<file path="src/rtl/core/huber_qc_weight_assert.svh">
// assertion macros for the huber qc weight block
// no dependencies; included by huber_qc_weight.sv, the rtl file that checks itself
`ifndef HUBER_QC_WEIGHT_ASSERT_SVH
`define HUBER_QC_WEIGHT_ASSERT_SVH
`ifndef SYNTHESIS
`define HQW_ASSERT_IMPLY(lbl, clk, rst, ante, cons) \
   lbl: assert property (@(posedge clk) disable iff (rst) (ante) |-> (cons)) \
      else $error("hqw assertion failed");
`define HQW_ASSERT_NEXT(lbl, clk, rst, ante, cons) \
   lbl: assert property (@(posedge clk) disable iff (rst) (ante) |=> (cons)) \
      else $error("hqw assertion failed");
`else
`define HQW_ASSERT_IMPLY(lbl, clk, rst, ante, cons)
`define HQW_ASSERT_NEXT(lbl, clk, rst, ante, cons)
`endif
`endif

</file>
<file path="src/rtl/core/hqw_pkg.sv">
// shared types and constants for the huber qc weight block
// no dependencies
package hqw_pkg;
   localparam int DATA_W    = 32;
   localparam int OUT_FRAC  = 16;
   localparam int WEIGHT_W  = OUT_FRAC + 1;
   localparam int PROD_W    = 2 * DATA_W;
   localparam int QUOT_W    = DATA_W + 1;
   localparam int CSR_ADDR_W = 2;
   localparam logic [WEIGHT_W-1:0] WEIGHT_ONE = WEIGHT_W'(1) << OUT_FRAC;

   localparam logic [CSR_ADDR_W-1:0] CSR_QC_ENABLE = 2'd0;
   localparam logic [CSR_ADDR_W-1:0] CSR_LEFT      = 2'd1;
   localparam logic [CSR_ADDR_W-1:0] CSR_RIGHT     = 2'd2;

   typedef struct packed {
      logic one;
      logic zero;
      logic outside;
      logic invalid;
   } hqw_tag_type;
endpackage

</file>
<file path="src/rtl/core/hqw_isqrt.sv">
// pipelined digit-by-digit square root, floor(sqrt(q)) for q <= 2^32
// depends on hqw_pkg
module hqw_isqrt import hqw_pkg::*; (
   input  logic                clock,
   input  logic                reset,
   input  logic                en,
   input  logic                in_valid,
   input  hqw_tag_type         in_tag,
   input  logic [QUOT_W-1:0]   in_q,
   output logic                out_valid,
   output hqw_tag_type         out_tag,
   output logic [WEIGHT_W-1:0] out_root
);
   localparam int STEPS = WEIGHT_W;
   localparam int SUB_W = 2 * WEIGHT_W + 1;

   logic                valid_ff [0:STEPS];
   hqw_tag_type         tag_ff   [0:STEPS];
   logic [SUB_W-1:0]    rem_ff   [0:STEPS];
   logic [WEIGHT_W-1:0] root_ff  [0:STEPS];

   always_comb begin
      valid_ff[0] = in_valid;
      tag_ff[0]   = in_tag;
      rem_ff[0]   = SUB_W'(in_q);
      root_ff[0]  = '0;
   end

   for (genvar k = 1; k <= STEPS; k++) begin : g_step
      localparam int B = STEPS - k;
      logic [SUB_W-1:0] sub_in;
      logic             take_in;
      assign sub_in  = (SUB_W'(root_ff[k-1]) << (B + 1)) + (SUB_W'(1) << (2 * B));
      assign take_in = rem_ff[k-1] >= sub_in;

      always_ff @(posedge clock) begin
         if (reset) begin
            valid_ff[k] <= 1'b0;
         end else if (en) begin
            valid_ff[k] <= valid_ff[k-1];
         end
      end

      always_ff @(posedge clock) begin
         if (en) begin
            tag_ff[k]  <= tag_ff[k-1];
            rem_ff[k]  <= take_in ? (rem_ff[k-1] - sub_in) : rem_ff[k-1];
            root_ff[k] <= take_in ? (root_ff[k-1] | (WEIGHT_W'(1) << B)) : root_ff[k-1];
         end
      end
   end

   assign out_valid = valid_ff[STEPS];
   assign out_tag   = tag_ff[STEPS];
   assign out_root  = root_ff[STEPS];
endmodule

</file>
<file path="config.mk">
export PLATFORM = sky130hd
export DESIGN_NAME = hqw_isqrt
export DESIGN_NICKNAME = d
export VERILOG_FILES = /design/src/rtl/core/huber_qc_weight_assert.svh /design/src/rtl/core/hqw_pkg.sv /design/src/rtl/core/hqw_isqrt.sv
export SDC_FILE = /design/constraint.sdc
export NUM_CORES = 1
export LEC_CHECK = 0
export BUFFER_PORTS_ARGS = -buffer_cell sky130_fd_sc_hd__buf_2
export CAP_MARGIN = 20
export CORE_MARGIN = 2
export CORE_UTILIZATION = 45
export CTS_BUF_LIST = sky130_fd_sc_hd__clkbuf_4 sky130_fd_sc_hd__clkbuf_8 sky130_fd_sc_hd__clkbuf_16
export DETAILED_ROUTE_END_ITERATION = 16
export GPL_TIMING_DRIVEN = 0
export PLACE_DENSITY = 0.65
export SYNTH_ARGS = -nofsm -noshare
export SYNTH_HDL_FRONTEND = slang
export SYNTH_SLANG_ARGS = --single-unit
</file>
<file path="constraint.sdc">
create_clock -name clock -period 3.7 [get_ports clock]
set_input_delay 0.185 -clock clock [delete_from_list [all_inputs] [get_ports clock]]
set_output_delay 0.185 -clock clock [all_outputs]
set_load 0.03 [all_outputs]
</file>
==> key figures <==
Detailed routing
  – ANT nets after route: 0
  – Via count: approximately 21000
  – Starting DRT DRC Count: between 1000 and 1500
  – Post-route DRC: 0
  – Via density: around 5.3
  – Avg WL per Cell: ~17 um
  – Final wirelength: 67.7 mm
  – DRT Pass-1 Iters: 5

STA
  – # setup viols final: 0
  – Worst Skew: 50.4 ps
  – Period utilization: 96.1%
  – Final Hold Vio Count: 0
  – Setup TNS: 0 ps
  – FMAX: 281 MHz
  – Min Tclk post-route: 3550 ps
  – Slew Viols, Final: 0
  – Slew margin rel.: a little under half
  – Slew @ Worst Pin: between 700 and 800 ps
  – Unrepaired setup endpoints after global routing: no

Placement
  – DP HPWL: 48.4 mm
  – # port buffers: 60
  – GP Congestion: 0.972

Setup path
  – Data required, critical path: 4060 ps
  – Kind of critical path: reg2reg
  – Max incr delay on CP: 500 ps
  – Crit-path slowest cell: or4bb_1
  – Critical-path maximum fanout: 9
  – Crit start category: flop
  – CP endpoint kind: flop
  – Worst-path cell chain: ha_1, or4bb_1, nor4_4, a211oi_1, nand3_1, nor2_2, inv_2, o21ai_0, nor4b_1, xor2_1
  – Critical Path AT: ~3900 ps

Floorplan
  – Rows: 103
  – DIE AREA: 82600 um2
  – Core ar.: approximately 80000 um2
  – I/O pin cnt: 63
  – Die height: 287 um
  – Die Wd: roughly 290 um
  – Initial Util: 45.6%

Pwr
  – Pwr/cell area: 573 nW/um2
  – Total power: about 24 mW
  – VDD IR max: 0.463 mV
  – P_leak: 15.6 nW

Clock tree
  – CTS tree: done
  – Worst skew pair latency: 660 ps
  – CTS Buf Count: 85
  – Clock Tree Root: clkbuf_16
  – Post-CTS Setup Bufs: 0
  – Htree depth: 3
  – Clock Pin Slew Worst Setup and Hold Paths: 60 ps
  – Clk buf depth: 3
  – CTS sink count: 797

Cells and area
  – Layout area overhead: 14.3%
  – Filler instances: roughly 6500
  – Diodes inserted: 0
  – Layout cells sized above 1: 9.56%
  – Final net count: 3112

Synthesis
  – Ys async rst share: 0%
  – Post-synth top flop: edfxtp_1
  – Mean post-synth cell area: approximately 13 um2
  – Synth unique cells: 77
  – Synth warn: 0
  – #FFs+latches synth: approximately 800
  – Synthesized area: 36100 um2
  – Post-synth EDFFs: just under 800
  – Largest area contributor in the netlist: edfxtp_1
  – Synth top area cells: edfxtp_1 (65%), ha_1 (5.7%), xor2_1 (3.1%)
  – Post-synthesis sequential area ratio: 65.8%
  – Synth Instances: approximately 2700
  – Share of the synthesized area in the top cell type: 64.8%

GRT
  – Vias in the first global route: 22300
  – Antenna violations before repair: 0
  – GRT overflow: 0
  – GR Util All Layers: 16.5%
  – First-pass GRT wire length: about 110 mm
  – Pin count of the biggest net entering global routing: 145

Outcome
  – Status: finished, final reports clean

Flow run
  – MaxCap Viol Count: 0

Worst hold path
  – Hold/Removal Path Class: in2reg
## routing by layer
layer,vias up,GRT usage (%),wire (um)
met1,10300,15.8,24300
li1,10500,-,-
met3,182,2.66,2020
met5,-,0,0
met2,427,33.4,38300
met4,0,7.84,2990
## path summary, 6_finish.rpt
| path | end | slack [ps] | startpoint | cells past startpoint |
|---|---|---|---|---|
| min | rem_ff[571] | 230 | in_q[11] | 2 |
| max reg2reg | rem_ff[128] | 150 | rem_ff[152] | 10 |
| max | rem_ff[128] | 150 | rem_ff[152] | 10 |
| min reg2reg | tag_ff[41] | 410 | tag_ff[45] | 0 |
## flip-flops by register name (all words and copies together), names as in the netlist
| register | cells |
|---|---|
| tag_ff | 64 |
| root_ff | 136 |
| valid_ff | 16 |
| out_root | 17 |
| out_valid | 1 |
| rem_ff | 559 |
| out_tag | 4 |
## final cells by class
| class | count | area [um2] | share of cell area (%) |
|---|---|---|---|
| flip-flops and latches | 797 | 23800 | 57.5 |
| clock buffers | 102 | 2280 | 5.52 |
| multi-input cells | 1663 | 11500 | 27.8 |
| clock inverters | 52 | 616 | 1.49 |
| repair buffers | 107 | 881 | 2.13 |
| plain buffers | 49 | 230 | 0.557 |
| well taps | 1050 | 1310 | 3.18 |
| inverters | 202 | 758 | 1.84 |
## worst max-delay path, delay by kind of cell, from the launching register on
kind	cells	cell delay [ps]
AOI/OAI and AO/OA	2	360
DFF	1	400
adders and majority gates	1	460
buffers and inverters	1	220
and+or+nand+nor	5	1680
xor gates and xnor gates	1	120
## per-stage QoR
step	std cells	hold slack, ps	cell area [um2]	worst slack (ps)	util [%]
after floorplan	2711	284	36100	747	-
after global placement	3821	360	37800	-9320	47.6
after detailed placement	3828	363	37900	-442	47.9
after CTS	4022	192	41300	15.5	52.1
after global routing	4022	206	41300	1.19	52.1
final	4022	231	41300	146	52.1
## repair_timing
item | in CTS | in global routing
hold buffers | 40 | 0
pin swaps | 0 | 2
setup endpoints to repair | 41 | 22
endpoints found under the hold margin | 46 | 0
gates resized for setup | 7 | 7
## cell usage after synthesis, drive strengths merged, types with 4 or more instances
library cell and count:
nand3b 5, or3 41, a21oi 142, o211ai 9
inv 202, nor4 92, nor2b 26, or4b 6
o22ai 5, nor2 195, a211oi 18, a31oi 6
nor3b 4, or2 13, o21a 34, and4 4
nor3 75, and2 7, ha 166, nand3 40
mux2 26, and3 5, dfxtp 17, o31ai 13
o21bai 12, o21ai 121, a21o 47, mux2i 22
a21boi 6, nand2 141, nor4b 8, clkbuf 30
nand4 33, o41ai 6, xnor2 106, buf 19
o31a 8, edfxtp 780, nand2b 30, xor2 129
or4 23
## report_power, final
| group | internal, mW | total (mW) | switching, mW |
|---|---|---|---|
| combinational | 1.45 | 3.36 | 1.91 |
| sequential | 11.1 | 11.8 | 0.631 |
| clock | 5.02 | 8.55 | 3.53 |
| total | 17.6 | 23.7 | 6.08 |
## placed cells by master (no fill, tap or decap), types with 47 or more instances in the layout
master,Yosys,layout
nand2_1,141,141
nor3_1,75,74
edfxtp_1,780,780
a21o_1,47,47
a21oi_1,142,142
nor2_1,194,193
ha_1,166,166
xor2_1,129,129
o21ai_0,119,119
nor4_1,90,86
buf_2,10,70
xnor2_1,106,106
inv_1,201,201
clkbuf_16,0,85
## cell families (layout without fill, tap and decap cells)
family	count (synthesis)	count (layout)	share of synthesized area [%]
adders and majority gates	166	166	5.75
xor gates and xnor gates	235	235	5.70
AOI/OAI and AO/OA	452	452	7.71
DFF	797	797	65.8
and+or+nand+nor	760	760	10.9
other	1	2	0.0104
buffers and inverters	251	512	2.74
muxes	48	48	1.42
(Power assumes the default switching activity.)
